**src/design/lmsa_pkg.sv**
```systemverilog
// ----------------------------------------------------------------------------
// lmsa_pkg
// Shared types, status codes and rounding helpers for the landmark
// similarity alignment core.
// ----------------------------------------------------------------------------
`default_nettype none

package lmsa_pkg;

    localparam int NUM_LM    = 4;
    localparam int NUM_COORD = 2 * NUM_LM;

    typedef logic signed [63:0] s64_t;
    typedef logic signed [31:0] s32_t;
    typedef logic [1:0]         status_t;

    localparam status_t STAT_SEED     = 2'd0;
    localparam status_t STAT_ALIGN    = 2'd1;
    localparam status_t STAT_MISSING  = 2'd2;
    localparam status_t STAT_SINGULAR = 2'd3;

    typedef struct packed {
        logic en;
        logic mode;   // 0: fit sums, 1: apply transform
    } lane_ctl_t;

    function automatic s32_t sat32(input s64_t v);
        if (v > 64'sh0000_0000_7FFF_FFFF) begin
            return 32'sh7FFF_FFFF;
        end else if (v < -64'sh0000_0000_8000_0000) begin
            return 32'sh8000_0000;
        end
        return v[31:0];
    endfunction

    // v / 4, nearest with halves away from zero, saturated to 32 bits
    function automatic s32_t rnd_div4_sat(input s64_t v);
        logic        neg;
        logic [63:0] mag;
        logic [63:0] q;
        logic [63:0] lim;
        logic [31:0] qs;
        neg = v[63];
        mag = neg ? (64'd0 - v) : v;
        q   = (mag >> 2) + {63'd0, mag[1]};
        lim = neg ? 64'h0000_0000_8000_0000 : 64'h0000_0000_7FFF_FFFF;
        qs  = (q > lim) ? lim[31:0] : q[31:0];
        return neg ? (32'd0 - qs) : qs;
    endfunction

endpackage

`default_nettype wire

```
**src/design/lmsa_merge.sv**
```systemverilog
// ----------------------------------------------------------------------------
// lmsa_merge
// Combines lane results into the sums of the closed-form fit.
// ----------------------------------------------------------------------------
`default_nettype none

module lmsa_merge #(
    parameter int CW = 16
) (
    input  wire                   aclk,
    input  wire                   en,
    input  wire signed [CW-1:0]   x  [lmsa_pkg::NUM_LM],
    input  wire signed [CW-1:0]   y  [lmsa_pkg::NUM_LM],
    input  wire signed [31:0]     mx [lmsa_pkg::NUM_LM],
    input  wire signed [31:0]     my [lmsa_pkg::NUM_LM],
    input  wire lmsa_pkg::s64_t   lp [lmsa_pkg::NUM_LM],
    input  wire lmsa_pkg::s64_t   lq [lmsa_pkg::NUM_LM],
    input  wire lmsa_pkg::s64_t   lsq[lmsa_pkg::NUM_LM],
    output logic signed [CW+1:0]  sx_reg,
    output logic signed [CW+1:0]  sy_reg,
    output logic signed [33:0]    smx_reg,
    output logic signed [33:0]    smy_reg,
    output lmsa_pkg::s64_t        sq_reg,
    output lmsa_pkg::s64_t        pa_reg,
    output lmsa_pkg::s64_t        pb_reg
);

    logic signed [CW+1:0] sx_next, sy_next;
    logic signed [33:0]   smx_next, smy_next;
    lmsa_pkg::s64_t       sq_next, pa_next, pb_next;

    always_comb begin
        sx_next = '0; sy_next = '0; smx_next = '0; smy_next = '0;
        sq_next = '0; pa_next = '0; pb_next = '0;
        for (int k = 0; k < lmsa_pkg::NUM_LM; k++) begin
            sx_next  = sx_next  + (CW+2)'(x[k]);
            sy_next  = sy_next  + (CW+2)'(y[k]);
            smx_next = smx_next + 34'(mx[k]);
            smy_next = smy_next + 34'(my[k]);
            sq_next  = sq_next  + lsq[k];
            pa_next  = pa_next  + lp[k];
            pb_next  = pb_next  + lq[k];
        end
    end

    always_ff @(posedge aclk) begin
        if (en) begin
            sx_reg  <= sx_next;
            sy_reg  <= sy_next;
            smx_reg <= smx_next;
            smy_reg <= smy_next;
            sq_reg  <= sq_next;
            pa_reg  <= pa_next;
            pb_reg  <= pb_next;
        end
    end

endmodule

`default_nettype wire

```
**config.mk**
```make
export PLATFORM = sky130hd
export DESIGN_NAME = lmsa_merge
export DESIGN_NICKNAME = d
export VERILOG_FILES = /design/src/design/lmsa_pkg.sv /design/src/design/lmsa_merge.sv
export SDC_FILE = /design/constraint.sdc
export NUM_CORES = 2
export LEC_CHECK = 0
export ABC_AREA = 1
export BUFFER_PORTS_ARGS = -buffer_cell sky130_fd_sc_hd__buf_2
export CAP_MARGIN = 20
export CELL_PAD_IN_SITES_DETAIL_PLACEMENT = 0
export CELL_PAD_IN_SITES_GLOBAL_PLACEMENT = 1
export CORE_AREA = 2 2 557 559
export CTS_CLUSTER_SIZE = 30
export DETAILED_ROUTE_END_ITERATION = 10
export DIE_AREA = 0 0 559 561
export HOLD_SLACK_MARGIN = 0.05
export PLACE_DENSITY = 0.46
export SYNTH_ARGS = -nofsm -noshare
export SYNTH_HDL_FRONTEND = slang
export SYNTH_SLANG_ARGS = --single-unit
```
**constraint.sdc**
```tcl
create_clock -name aclk -period 3.3 [get_ports aclk]
set_input_delay 0.66 -clock aclk [delete_from_list [all_inputs] [get_ports aclk]]
set_output_delay 0.66 -clock aclk [all_outputs]
set_load 0.02 [all_outputs]
```
# ---- Word-level counts from Yosys, hierarchy flattened
# Cells that the tools add are included.
dict set report totals {
  reg_bits 296
  latch_bits 0
  ramBits 0
  mem_bits_ro 0
  in_bits 1154
  output_inout_bits 296
  memories 0
}
dict set report op_classes {
  addsub 21
  mul 0
  n_div 0
  magnitude_cmp 0
  n_eq_ne 0
  shifts 0
  mux 0
  n_bitwise 0
  reduce_logical 0
}
# op count
set ops {}
lappend ops {{64-bit adder} 9}
lappend ops {{33-bit by 32-bit adder with 34-bit output} 2}
lappend ops {{34-bit by 32-bit adder with 34-bit output} 2}
lappend ops {{32-bit by 32-bit adder with 33-bit output} 2}
lappend ops {{17-bit by 16-bit adder with 18-bit output} 2}
lappend ops {{18-bit by 16-bit adder with 18-bit output} 2}
lappend ops {{16-bit by 16-bit adder with 17-bit output} 2}

# ---- Depth between registers and ports, before layout
dict set report depth {
  word_depth 3
  mapped_depth 18
  ltp_nobuf 18
}

# ---- Worst setup path after synthesis
# Ideal clock, no wire load.
dict set report synth_path {
  kind {input port to flip-flop}
  startpoint {input lsq[1] (netlist name)}
  endpoint {register sq_reg[61] (data pin)}
  setup_ns 0.252
  t_arrival_ns 3.178
  slack_ns -0.131
  stages 18
  n_path_buf 0
  cell_sequence {inv_1 fa_1 inv_1 fa_1 ha_1 fa_1 nand3_1 nand3_2 nand2_1 nand2_2 nand2_1 nand2_1 nand2_1 nand2_2 nand2_1 nand2_1 nand2_1 nand2_1}
}
dict set report synth_via {
  elab_chain_len 1
}
# element line_no
set synth_rtl {}
lappend synth_rtl {{from (decl)} lmsa_merge.sv:18} ;# input wire lmsa_pkg::s64_t lsq[lmsa_pkg::NUM_LM],
lappend synth_rtl {{64-bit adder} lmsa_merge.sv:40} ;# sq_next = sq_next + lsq[k];
lappend synth_rtl {{via sq_next[61]} lmsa_merge.sv:30} ;# lmsa_pkg::s64_t sq_next, pa_next, pb_next;
lappend synth_rtl {{to (signal assigned)} lmsa_merge.sv:52} ;# sq_reg <= sq_next;
lappend synth_rtl {{to (decl)} lmsa_merge.sv:23} ;# output lmsa_pkg::s64_t sq_reg,
# The timed path passes the listed nets, and every way through them passes these cells.
# A chain may end at the register's enable or synchronous reset.

# ---- Final worst setup path
dict set report layout_path {
  startpoint {input lp[79] (netlist name)}
  endpoint {register pa_reg[63] (data pin)}
}
dict set report layout_via {
  elab_chain_len 2
}
# element line_no
set layout_rtl {}
lappend layout_rtl {{from (decl)} lmsa_merge.sv:16} ;# input wire lmsa_pkg::s64_t lp [lmsa_pkg::NUM_LM],
lappend layout_rtl {{64-bit adder (2 in a row)} lmsa_merge.sv:41} ;# pa_next = pa_next + lp[k];
lappend layout_rtl {{via pa_next[63]} lmsa_merge.sv:30}
lappend layout_rtl {{to (signal assigned)} lmsa_merge.sv:53} ;# pa_reg <= pa_next;
lappend layout_rtl {{to (decl)} lmsa_merge.sv:24} ;# output lmsa_pkg::s64_t pa_reg,
# The timed path passes the listed nets, and every way through them passes these cells.

==> reports/results.ini <==
[routing]
first_pass_iters = 8
wl_mm = 276
ant_nets = 0
drt_iter0_drc = 2485
routedWlPerCell_um = 20.3
viasPerCell = 3.69
drc = 0
routed-via-count = 50074

[global_routing]
grt_usage_pct = 17.3
grt.overflow.total = 0
antenna_found_initial = 82
grt_pass1_wl_mm = 388
grt_max_degree = 49
grt_pass1_vias = 53543

[logic_synthesis]
synth_ff_type = edfxtp_1
synth_edf_count = 296
ys_seq_area_share_pct = 18.4
ys_seq_elements = 296
syn_area_um2 = 48400
synth_nets = 8973
synth.distinct_cells = 36
syn_avg_cell_area_um2 = 6.96
yosysWarningCount = 0
ys_async_sr_fraction_pct = 0
netlist_instances = 6956

[setup_path]
cp-startpoint = lp[79]
arrival_ps = 3690
slowest_delay_ps = 560
crit_path_frequent_cell = nand2_1
worstPathRequired_ps = 3740
critical_path_class = in -> reg
path_cells = buf_2, inv_1, fa_1, fa_1, inv_1, ha_1, nand2_1, nor2_1, nand2_2, buf_4, nor3_2, nand2_1, nand2_2, nand2_1, nand3_1, nand2_1
cp-end-kind = flop
worstSetupStartpointType = primary input
crit_slowest_cell = fa_1
crit_path_max_fanout = 4

[status]
status = completed

[layout]
syn_to_final_growth_pct = 45.3
layout-drive-gt1-share_pct = 28.8
regArea_um2 = 8890
layout_common_cells = inv_1 (2340), nand2_1 (2023), buf_2 (1448), buf_4 (912), fa_1 (561)
num-nets-final = 11413
n_fill_cell = 35210
final_common_cell = inv_1
multiInputGateArea_um2 = 31000

[job]
drv_cap = 0

[hold_path]
holdPathEnd = sq_reg[0]
holdPathStages = 2
hold_start = lsq[192]
worstHoldPathType = in -> reg

[clock_tree]
clk_pin_slew_worst_paths_ps = 60
cts_setup_buffers = 0
cts_tree = done
cts_buffer_depth = 3
cts_buffers = 53
cts.sinks = 296
clockRootBuffer = clkbuf_16
htreeDepth = 2
cts_hold_buf = 0

[die]
ios = 1450
initial_core_util_pct = 15.7
design.core.area_um2 = 308000
die_h_um = 561
core.rowCount = 204
dieArea_um2 = 314000
die_w_um = 559

[timing]
finalSetupViolCount = 0
worst_slew_pin_slew_ps = 964
period_needed_ps = 3250
fin_crit_sh_pct = 98.6
fin_ws_ps = 47.5
max-slew-margin-rel_pct = 35.5
hold_ws_ps = 261
tns_ps = 0
finalHoldViolCount = 0
drv_slew = 0
fmax_mhz = 307
rsz0062_at_grt = true

[place]
post-place-ws_ps = -988
numPortBuffers = 1449
dp_hpwl_mm = 254
gp_congestion = 0.969

[power_and_ir_drop]
ir_drop_uv = 409
power_mw = 49.9
p_per_area_nw_per_um2 = 710
leakagePower_nw = 40.8

==> metal layers <==
layer	GRT usage (%)	wire length [um]	share of wire [%]
met4	2.37	4250	1.5
met2	30.9	136000	49
met5	0	78	0.028
met3	3.19	15100	5.5
met1	21.8	120000	44
==> cell families (layout without fill, tap and decap cells) <==
logic type | Yosys count | count (layout) | share of synthesized area (%)
and+or+nand+nor | 2929 | 2929 | 25.2
xor gates and xnor gates | 177 | 177 | 3.20
other | 0 | 9 | 0
adders and majority gates | 863 | 863 | 31.2
buffers and inverters | 2351 | 4833 | 18.2
DFF | 296 | 296 | 18.4
AOI/OAI and AO/OA | 340 | 340 | 3.75
==> metrics by stage <==
stage          cells  util (%)  instance area [um^2]
2_1_floorplan   6956         -                 48400
3_3_place_gp   13461      22.2                 68100
3_5_place_dp   13461      22.2                 68100
4_1_cts        13558      22.8                 70000
5_1_grt        13563      22.8                 70300
6_report       13567      22.9                 70300
==> timing repair <==
item | in CTS | in global routing
setup endpoints to repair | 31 | 69
pin swaps | 1 | 7
gates resized for setup | 15 | 62
==> report_power, final <==
group | leakage [nW] | switching [mW] | internal [mW]
Sequential | 2.89 | 0.847 | 6.80
Combinational | 37.1 | 22.2 | 13.8
Clock | 0.876 | 2.54 | 3.65
==> worst max path at each step <==
| stage | to | slack [ps] | cells after the start |
|---|---|---|---|
| floorplan | sq_reg[61] | 10 | 18 |
| global placement | pa_reg[58] | -1000 | 19 |
| detailed placement | pa_reg[59] | -990 | 17 |
| CTS | pa_reg[63] | 20 | 18 |
| global route | sq_reg[38] | -10 | 19 |
| finish | pa_reg[63] | 50 | 16 |
==> synth_stat cells, types with 2 or more instances <==
| cell type | number | area share [%] |
|---|---|---|
| and3_1 | 3 | 0.039 |
| o21bai_1 | 23 | 0.36 |
| o21a_1 | 10 | 0.16 |
| inv_2 | 9 | 0.070 |
| ha_1 | 289 | 7.5 |
| nand3b_1 | 9 | 0.14 |
| or2_2 | 2 | 0.026 |
| nor4_1 | 6 | 0.078 |
| nand2_1 | 2032 | 16 |
| nand2_2 | 57 | 0.74 |
| nand4_1 | 53 | 0.69 |
| nand3_2 | 26 | 0.54 |
| nor2_4 | 12 | 0.28 |
| a21oi_1 | 227 | 2.3 |
| nor3_4 | 3 | 0.10 |
| inv_1 | 2340 | 18 |
| nor2_1 | 388 | 3.0 |
| xnor2_1 | 26 | 0.47 |
| nand3_1 | 220 | 2.3 |
| clkinv_1 | 2 | 0.016 |
| fa_1 | 574 | 24 |
| o21ai_0 | 63 | 0.65 |
| a31oi_1 | 5 | 0.065 |
| o21ai_1 | 2 | 0.021 |
| nor3_1 | 47 | 0.49 |
| nor3_2 | 5 | 0.10 |
| nor2_2 | 58 | 0.75 |
| a21o_1 | 7 | 0.11 |
| xor2_1 | 151 | 2.7 |
| edfxtp_1 | 296 | 18 |
| nor4_2 | 6 | 0.16 |
==> cell type report <==
type	count	area share, %
inverter	2351	12.6
multi-input combinational	4309	44.1
timing repair buffer	2385	20.8
tap	4120	7.33
clock inverter	39	0.666
sequential	296	12.6
antenna	9	0.0320
clock buffer	58	1.91
==> worst max-delay path: cells and delay by family <==
kind,cells,cell delay (ps)
fa+ha+maj,3,1410
simple gates,9,1160
buf+inv,4,430
No activity file was read; power rests on OpenSTA's default activity.
