[config.mk]
export PLATFORM = sky130hd
export DESIGN_NAME = lmsa_div
export DESIGN_NICKNAME = d
export VERILOG_FILES = /design/src/design/lmsa_pkg.sv /design/src/design/lmsa_div.sv
export SDC_FILE = /design/constraint.sdc
export NUM_CORES = 1
export LEC_CHECK = 0
export ABC_AREA = 1
export BUFFER_PORTS_ARGS = -buffer_cell sky130_fd_sc_hd__buf_4
export CORE_MARGIN = 10
export CORE_UTILIZATION = 35
export CTS_CLUSTER_DIAMETER = 50
export DETAILED_ROUTE_END_ITERATION = 10
export GPL_TIMING_DRIVEN = 0
export SLEW_MARGIN = 20
export SYNTH_ARGS = -nofsm -noshare
export SYNTH_HDL_FRONTEND = slang
export SYNTH_SLANG_ARGS = --single-unit
[constraint.sdc]
create_clock -name aclk -period 8.9 [get_ports aclk]
set_input_delay 1.78 -clock aclk [delete_from_list [all_inputs] [get_ports aclk]]
set_output_delay 1.78 -clock aclk [all_outputs]
set_load 0.05 [all_outputs]
[src/design/lmsa_pkg.sv]
// ----------------------------------------------------------------------------
// lmsa_pkg
// Shared types, status codes and rounding helpers for the landmark
// similarity alignment core.
// ----------------------------------------------------------------------------
`default_nettype none

package lmsa_pkg;

    localparam int NUM_LM    = 4;
    localparam int NUM_COORD = 2 * NUM_LM;

    typedef logic signed [63:0] s64_t;
    typedef logic signed [31:0] s32_t;
    typedef logic [1:0]         status_t;

    localparam status_t STAT_SEED     = 2'd0;
    localparam status_t STAT_ALIGN    = 2'd1;
    localparam status_t STAT_MISSING  = 2'd2;
    localparam status_t STAT_SINGULAR = 2'd3;

    typedef struct packed {
        logic en;
        logic mode;   // 0: fit sums, 1: apply transform
    } lane_ctl_t;

    function automatic s32_t sat32(input s64_t v);
        if (v > 64'sh0000_0000_7FFF_FFFF) begin
            return 32'sh7FFF_FFFF;
        end else if (v < -64'sh0000_0000_8000_0000) begin
            return 32'sh8000_0000;
        end
        return v[31:0];
    endfunction

    // v / 4, nearest with halves away from zero, saturated to 32 bits
    function automatic s32_t rnd_div4_sat(input s64_t v);
        logic        neg;
        logic [63:0] mag;
        logic [63:0] q;
        logic [63:0] lim;
        logic [31:0] qs;
        neg = v[63];
        mag = neg ? (64'd0 - v) : v;
        q   = (mag >> 2) + {63'd0, mag[1]};
        lim = neg ? 64'h0000_0000_8000_0000 : 64'h0000_0000_7FFF_FFFF;
        qs  = (q > lim) ? lim[31:0] : q[31:0];
        return neg ? (32'd0 - qs) : qs;
    endfunction

endpackage

`default_nettype wire

[src/design/lmsa_div.sv]
// ----------------------------------------------------------------------------
// lmsa_div
// Bit-serial signed / unsigned divider, round half away, 32-bit saturate.
// ----------------------------------------------------------------------------
`default_nettype none

module lmsa_div (
    input  wire                 aclk,
    input  wire                 aresetn,
    input  wire                 start,
    input  wire lmsa_pkg::s64_t num,
    input  wire [63:0]          den,
    output logic                done_reg,
    output lmsa_pkg::s32_t      res_reg
);

    typedef enum logic [1:0] {S_IDLE, S_RUN, S_FIN} dstate_t;

    dstate_t     state_reg;
    logic [5:0]  cnt_reg;
    logic        neg_reg;
    logic [63:0] den_reg, quo_reg, rem_reg;

    logic [64:0] rem_sh;
    logic        ge;
    logic [63:0] rem_next, quo_next;
    logic        rnd;
    logic [64:0] qr, lim;
    logic [31:0] qs;

    always_comb begin
        rem_sh   = {rem_reg, quo_reg[63]};
        ge       = rem_sh >= {1'b0, den_reg};
        rem_next = ge ? 64'(rem_sh - {1'b0, den_reg}) : rem_sh[63:0];
        quo_next = {quo_reg[62:0], ge};
        rnd      = {rem_reg, 1'b0} >= {1'b0, den_reg};
        qr       = {1'b0, quo_reg} + {64'd0, rnd};
        lim      = neg_reg ? 65'h0_8000_0000 : 65'h0_7FFF_FFFF;
        qs       = (qr > lim) ? lim[31:0] : qr[31:0];
    end

    always_ff @(posedge aclk) begin
        if (!aresetn) begin
            state_reg <= S_IDLE;
            done_reg  <= 1'b0;
            cnt_reg   <= '0;
        end else begin
            done_reg <= (state_reg == S_FIN);
            unique case (state_reg)
                S_IDLE: begin
                    if (start) begin
                        neg_reg   <= num[63];
                        quo_reg   <= num[63] ? (64'd0 - num) : num;
                        rem_reg   <= '0;
                        den_reg   <= den;
                        cnt_reg   <= '0;
                        state_reg <= S_RUN;
                    end
                end
                S_RUN: begin
                    rem_reg <= rem_next;
                    quo_reg <= quo_next;
                    cnt_reg <= cnt_reg + 6'd1;
                    if (cnt_reg == 6'd63) begin
                        state_reg <= S_FIN;
                    end
                end
                S_FIN: begin
                    res_reg   <= neg_reg ? (32'd0 - qs) : qs;
                    state_reg <= S_IDLE;
                end
                default: state_reg <= S_IDLE;
            endcase
        end
    end

endmodule

`default_nettype wire

# Yosys cells after proc, flatten, opt, wreduce, memory -nomap -nowiden
# Index checks and enable logic that the tools add are counted.
# totals
regBits	234
out_inout_bits	33
elab_cells	42
# op_classes
n_addsub	5
n_lt_le_gt_ge	3
eq_ne	5
mux	14
n_reduce_logical	7
# op_table
cell	count
$mux W64	4
$pmux W64 S2	2
$ge A65 B64 Y1	2
$mux W32	3
$add A64 B1 Y65	1
$gt A65 B32 Y1	1
$sub A1 B64 Y64 const A	1
$sub A64 B64 Y64	1
$sub A1 B32 Y32 const A	1
$pmux W6 S2	1
$add A6 B1 Y6 const B	1
$eq A6 B6 Y1 const B	1
$mux W6	1
$reduce_and A2 Y1	3
$reduce_and A3 Y1	2
$mux W2	2
$ne A2 B2 Y1 const B	2
$pmux W2 S2	1
$eq A2 B1 Y1 const B	1
$eq A2 B2 Y1 const B	1
$logic_not A2 Y1	1
$reduce_bool A2 Y1	1

# Longest topological paths before layout
# Gate-level depths: netlist of the first run.
# depth
word_depth	6
ltp_mapped	48
ltp_nobuf	46

# Worst setup path after synthesis of the first run
# OpenSTA, ideal clock, no wires.
# synth_path
kind	input port to flip-flop
from	input port start
to	register quo_reg[0] (enable)
setup_time_ns	0.616
arrival_ns	7.380
setup_slack_ns	0.904
cell_stages	4
path_cell_list	nand3_1 -> nand2_1 -> inv_1 -> nor2_1
# synth_via
elab_chain_len	2
# synth_lines
item	line	source
start, declared	lmsa_div.sv:10	input wire start,
$ne A2 B2 Y1 (no line)	n/a	
$reduce_and A3 Y1 (no line)	n/a	
end signal, assigned	lmsa_div.sv:53	quo_reg <= num[63] ? (64'd0 - num) : num;
end signal, assigned	lmsa_div.sv:62	quo_reg <= quo_next;
end, declared	lmsa_div.sv:22	logic [63:0] den_reg, quo_reg, rem_reg;
# No other way between the ends.
# A chain may end at the register's enable or synchronous reset.

# Worst setup path in the final report of the first run
# layout_path
from	register rem_reg[58]
to	register res_reg[8], data pin
# layout_via
elab_chain_len	6
# layout_lines
item	line	source
start, declared	lmsa_div.sv:22	
start signal, assigned	lmsa_div.sv:61	rem_reg <= rem_next;
$ge A65 B64 Y1 *	lmsa_div.sv:36	rnd = {rem_reg, 1'b0} >= {1'b0, den_reg};
$add A64 B1 Y65 *	lmsa_div.sv:37	qr = {1'b0, quo_reg} + {64'd0, rnd};
$gt A65 B32 Y1	lmsa_div.sv:39	qs = (qr > lim) ? lim[31:0] : qr[31:0];
$mux W32 *	lmsa_div.sv:39	
$sub A1 B32 Y32	lmsa_div.sv:69	res_reg <= neg_reg ? (32'd0 - qs) : qs;
$mux W32 *	lmsa_div.sv:69	
end signal, assigned	lmsa_div.sv:69	
end, declared	lmsa_div.sv:14	output lmsa_pkg::s32_t res_reg
# Every way passes the cells marked *; elsewhere a longest branch is shown, timed or not.

==> run metrics, run 1 <==
outcome finished clean; area growth from synthesis to layout 18.31%; Worst VDD drop 0.1324 mV; CP Data Required Time 9.22 ns; ys flop type edfxtp_1; row cnt 85; Worst Setup SP rem_reg[58]; crit path kind reg -> reg; sinks on the clock net 234; crit path capture type register; cells on worst reg2reg path 38; flops & latches, synth 234; maxcap violations 0; diode count 0; worst skew pair latency 0.57 ns; final wirelength 66,720 µm; PwrDens 163.7 nW/µm²; largest cells by area after synthesis edfxtp_1 (35%), nand2_1 (12%), ha_1 (6.6%), inv_1 (6.5%), nor2_1 (6.4%); Yosys top cell area share 0.3539; Startpoint Class register; FF-to-FF End res_reg[8]; Mapped Cells 2,611; Post CTS Setup Buffer Count 0; syn nets 2,844; Reg2Reg Setup Slack 0.80 ns; FFs w/ async S/R, synth 0; Multi-input gate area 10,600 µm²; Critical Path Sink res_reg[8]; Synth area leader edfxtp_1; clock tree root driver cell clkbuf_16; Setup Skew 0.01715 ns; post-cts resize count 0; maximum clock path buffer count 3; initial antenna violation count 0; global route overflow 0; Chip Height 253.6 µm; Synth cell types 56; R2R Path Start rem_reg[58]; fin nets 3,057; total track usage 0.2038; hpwl dp 54,600 µm; Hold WS 0.4958 ns; TritonCTS clock tree yes; Worst Path Buf+Inv 6; DRC viols 0; CP max FO 10; GPL Wtd Cong 0.9351; routed vias 18,550; Filler Cell Count 5,520; critical path's top delay family simple AND/OR/NAND/NOR gates; Final Cycle Share 0.9105; crit path time final 8.103 ns; vias in the first global route 18,200; largest net degree at the start of global routing 31; post-route ant nets 0; vias per cell 5.232; endpoints failing setup 0; first-pass GRT wire length 102,800 µm; Overall Power 3.698 mW; Post-synth EDFFs 225; Ys Warns 0; Placeable Area 53,920 µm²; DIE WIDTH 253.6 µm; P_leak 9.516 nW; RSZ-0062 raised after global routing false; worst slew pin tran 0.9758 ns; post-route setup TNS 0 ns; drt pass-1 iters 6; Seq. cell area 6937 µm²; Crit-path slowest cell nor4_1; Worst EP arrival 8.42 ns; slowest stage delay, CP 0.46 ns; Rel. slew slack 0.3494; Seq/Total Area, Yosys 0.3633; Min-Delay Path Class reg -> reg; Clock transition at path regs 0.06 ns; max-slew violations 0; H-tree lvl count 2; # hold bufs at CTS 0; CTS Buf Count 37; Post-Synthesis Cell Area 19,090 µm²; Final Hold Vio Count 0; syn_area_per_cell 7.312 µm²; Fmax achieved 0.1234 GHz; DR WL/cell 18.82 µm; share of cells above drive strength 1 0.1112; Port Buffer Count 163; DIE AREA 64,290 µm²; DR iter-0 viols 1,362; I/O pin count 164; Initial Util 0.3541; cell depth of the worst setup path 38
[worst register-to-register path: cells and delay by family (launching register included)]
family / cells / cell delay (ns)
AO/OA/AOI/OAI: 5 / 1.15
XOR/XNOR: 1 / 0.32
adder cells (fa/ha/maj): 5 / 1.32
buffers and inverters: 6 / 0.97
flip-flops: 1 / 0.42
AND/OR/NAND/NOR: 21 / 3.66
[stage by stage]
step           std cells  setup slack, ns    util  area, µm²
6_report            3546           0.7969  0.4189      22590
5_1_grt             3546           0.1516  0.4189      22590
4_1_cts             3546           0.8312  0.4189      22590
3_5_place_dp        3481           0.8598  0.3970      21410
3_3_place_gp        3470           -2.556  0.3929      21190
2_1_floorplan       2611           0.9036       -      19090
[per-layer routing]
layer	share of wire	track usage	wire, µm
met4	0.029	0.06986	1931
met1	0.43	0.2581	28950
met5	0	0	0
met3	0.054	0.02871	3577
met2	0.48	0.3487	32260
[cells in the mapped netlist (7+ instances only)]
master	count
nand3_1	113
ha_1	101
nand3b_1	14
o21a_1	14
clkbuf_1	38
a21o_1	9
o211ai_1	10
nor2_2	26
edfxtp_1	225
o21bai_1	7
nor2_1	326
xnor2_1	69
nor4_1	23
a21oi_1	191
nor3_1	31
inv_1	332
a31oi_1	19
o21ai_0	217
nand2_2	11
nand2_1	600
dfxtp_1	9
xor2_1	78
nand4_1	58
nor2_4	8
[worst min-delay path by stage]
| stage | slack (ns) | end | startpoint | depth (start not counted) |
|---|---|---|---|---|
| 2_1_floorplan | 0.42 | done_reg | state_reg[0] | 1 |
| 3_3_place_gp | 0.47 | cnt_reg[3] | cnt_reg[3] | 2 |
| 6_report | 0.50 | cnt_reg[4] | cnt_reg[4] | 2 |
| 4_1_cts | 0.50 | cnt_reg[4] | cnt_reg[4] | 2 |
| 3_5_place_dp | 0.49 | cnt_reg[4] | cnt_reg[4] | 2 |
| 5_1_grt | 0.51 | cnt_reg[0] | cnt_reg[0] | 1 |
[power by group]
| group | switching, mW | total [mW] | internal (mW) |
|---|---|---|---|
| logic | 0.589 | 0.903 | 0.314 |
| clock network | 0.593 | 1.41 | 0.814 |
| registers | 0.0697 | 1.39 | 1.32 |
| total | 1.25 | 3.70 | 2.45 |
[logic make-up (layout without fill, tap and decap cells)]
logic type,after synthesis,count (layout),share of synthesized area
and+or+nand+nor,1233,1233,0.2791
AOI/OAI and AO/OA,494,494,0.1394
buffers and inverters,399,638,0.08238
DFF,234,234,0.3633
xor gates and xnor gates,147,147,0.06744
adders and majority gates,102,102,0.06724
muxes,2,2,0.001114
[area by class of cell]
cell class,count,share of cell area
flip-flops and latches,234,0.3071
well taps,696,0.03855
multi-input cells,1978,0.4694
clock buffers,43,0.04337
clock inverters,22,0.008918
inverters,338,0.05617
repair buffers,174,0.06304
plain buffers,61,0.01346
[cell usage in the layout (no fill, tap or decap), drive strengths merged, types with 4 or more instances in the layout]
cell type,Yosys,routed
a31oi,19,19
nor4,23,23
and3,4,4
nand3,118,118
a21oi,191,191
a21o,9,9
edfxtp,225,225
o21a,14,14
nor2,360,360
nand2,613,613
nand3b,14,14
or2,5,5
xnor2,69,69
dfxtp,9,9
inv,334,346
clkbuf,38,81
buf,23,197
nor3,31,31
clkinv,4,12
nand4,59,59
o21bai,7,7
xor2,78,78
and2,4,4
ha,101,101
o21ai,225,225
o211ai,10,10
(Power assumes the default switching activity.)
==> run 2, diff against run 1 <==
Settings changed: MAX_ROUTING_LAYER set to met4.
==> run metrics, run 2 (same netlist as run 1, synthesis figures left out) <==
Worst VDD drop 0.1624 mV (was 0.1324 mV); DIE WIDTH 253.6 µm (unchanged); crit path kind reg -> reg (unchanged); largest net degree at the start of global routing 30 (was 31); DR WL/cell 18.75 µm (was 18.82 µm); FF-to-FF End res_reg[8] (unchanged); Reg2Reg Setup Slack 0.80 ns (about the same); CP max FO 10 (unchanged); row cnt 85 (unchanged); endpoints failing setup 0 (unchanged); Crit-path slowest cell nor4_1 (unchanged); clock tree root driver cell clkbuf_16 (unchanged); P_leak 9.477 nW (was 9.516 nW); Overall Power 3.630 mW (was 3.698 mW); drt pass-1 iters 6 (unchanged); fin util 0.4175 (was 0.4189); TritonCTS clock tree yes (unchanged); Fmax achieved 0.1234 GHz (about the same); crit path time final 8.101 ns (was 8.103 ns); Initial Util 0.3541 (unchanged); most used cell, CP nand2_1; crit path capture type register (unchanged); Final Hold Vio Count 0 (unchanged); Setup Skew 0.01892 ns (was 0.01715 ns); CTS Buf Count 35 (was 37); post-route ant nets 0 (unchanged); share of cells above drive strength 1 0.1106 (was 0.1112); Clock transition at path regs 0.06 ns (about the same); Hold WS 0.4951 ns (was 0.4958 ns); Port Buffer Count 163 (unchanged); diode count 0 (unchanged); DRC viols 0 (unchanged); maximum clock path buffer count 3 (unchanged); commonest non-fill, non-tap cell in the layout nand2_1 (unchanged); initial antenna violation count 0 (unchanged); fin nets 3,055 (was 3,057); Post CTS Setup Buffer Count 0 (unchanged); Hold Crit Depth 2 (unchanged); DIE AREA 64,290 µm² (unchanged); I/O pin count 164 (unchanged); vias per cell 5.208 (was 5.232); final wirelength 66,460 µm (was 66,720 µm); Worst EP arrival 8.40 ns (was 8.42 ns); Startpoint Class register (unchanged); CP Data Required Time 9.20 ns (was 9.22 ns); sinks on the clock net 234 (unchanged); global route overflow 0 (unchanged); worst slew pin tran 1.066 ns (was 0.9758 ns); Min-Delay Path Class reg -> reg (unchanged); Final Cycle Share 0.9102 (was 0.9105); routed vias 18,460 (was 18,550); Worst Setup SP rem_reg[58] (unchanged); max-slew violations 0 (unchanged); DR iter-0 viols 1,473 (was 1,362); vias in the first global route 18,200 (about the same); post-cts resize count 0 (unchanged); Placeable Area 53,920 µm² (unchanged); total track usage 0.2092 (was 0.2038); # hold bufs at CTS 0 (unchanged); Rel. slew slack 0.2892 (was 0.3494); PwrDens 161.3 nW/µm² (was 163.7 nW/µm²); R2R Path Start rem_reg[58] (unchanged); RSZ-0062 raised after global routing false (unchanged); Filler Cell Count 5,514 (was 5,520); cells on worst reg2reg path 38 (unchanged); first-pass GRT wire length 102,600 µm (was 102,800 µm); area growth from synthesis to layout 17.92% (was 18.31%); slowest stage delay, CP 0.48 ns (was 0.46 ns); Chip Height 253.6 µm (unchanged); outcome finished clean (unchanged); hpwl dp 54,500 µm (was 54,600 µm); post-route setup TNS 0 ns (unchanged); Critical Path Sink res_reg[8] (unchanged); GPL Wtd Cong 0.9640 (was 0.9351); commonest cells after routing, fill and taps aside nand2_1 (600), inv_1 (332), nor2_1 (324) (unchanged); H-tree lvl count 2 (unchanged); worst skew pair latency 0.57 ns (about the same); maxcap violations 0 (unchanged)
==> run 2: how the worst min path moves through the flow <==
stage | end | slack [ns] | start
after global placement | cnt_reg[3] | 0.47 | cnt_reg[3]
final | cnt_reg[3] | 0.50 | cnt_reg[3]
after floorplan | done_reg | 0.42 | state_reg[0]
after CTS | cnt_reg[3] | 0.49 | cnt_reg[3]
after global routing | cnt_reg[3] | 0.51 | cnt_reg[3]
after detailed placement | cnt_reg[0] | 0.48 | cnt_reg[0]
==> run 2: layer usage <==
| layer | up-vias | global-route usage | routed length (µm) |
|---|---|---|---|
| met5 | - | - | 0 |
| met3 | 105 | 0.02779 | 3489 |
| met2 | 545 | 0.3443 | 31740 |
| met1 | 8621 | 0.2613 | 29210 |
| met4 | 0 | 0.06986 | 2023 |
| li1 | 9187 | - | - |
==> run 2: power by group <==
group	switching [mW]	internal (mW)	total [mW]	leakage (nW)
sequential	0.0684	1.32	1.39	2.18
combinational	0.589	0.313	0.903	6.75
clock	0.567	0.774	1.34	0.540
total	1.23	2.41	3.63	9.48
==> run 2: critical path, delay by kind of cell (launching register included) <==
family	cells	cell delay, ns
AND/OR/NAND/NOR	24	4.17
flip-flops	1	0.38
XOR/XNOR	1	0.21
adder cells (fa/ha/maj)	5	1.32
AO/OA/AOI/OAI	2	0.75
buffers and inverters	6	1.00
==> run 2: layout make-up <==
type	count	area [µm²]	area share
multi-input combinational	1978	10600	0.4710
tap	696	870.8	0.03868
clock inverter	23	215.2	0.009559
clock buffer	40	894.6	0.03974
inverter	338	1269	0.05636
buffer	61	304.0	0.01351
sequential	234	6937	0.3081
timing repair buffer	174	1420	0.06308
==> run 2: stage by stage <==
stage	setup slack [ns]	std cells	area [µm²]
floorplan	0.9036	2611	19090
global placement	-2.649	3470	21190
detailed placement	0.8316	3481	21400
CTS	0.8037	3544	22510
global route	0.06339	3544	22510
finish	0.7992	3544	22510
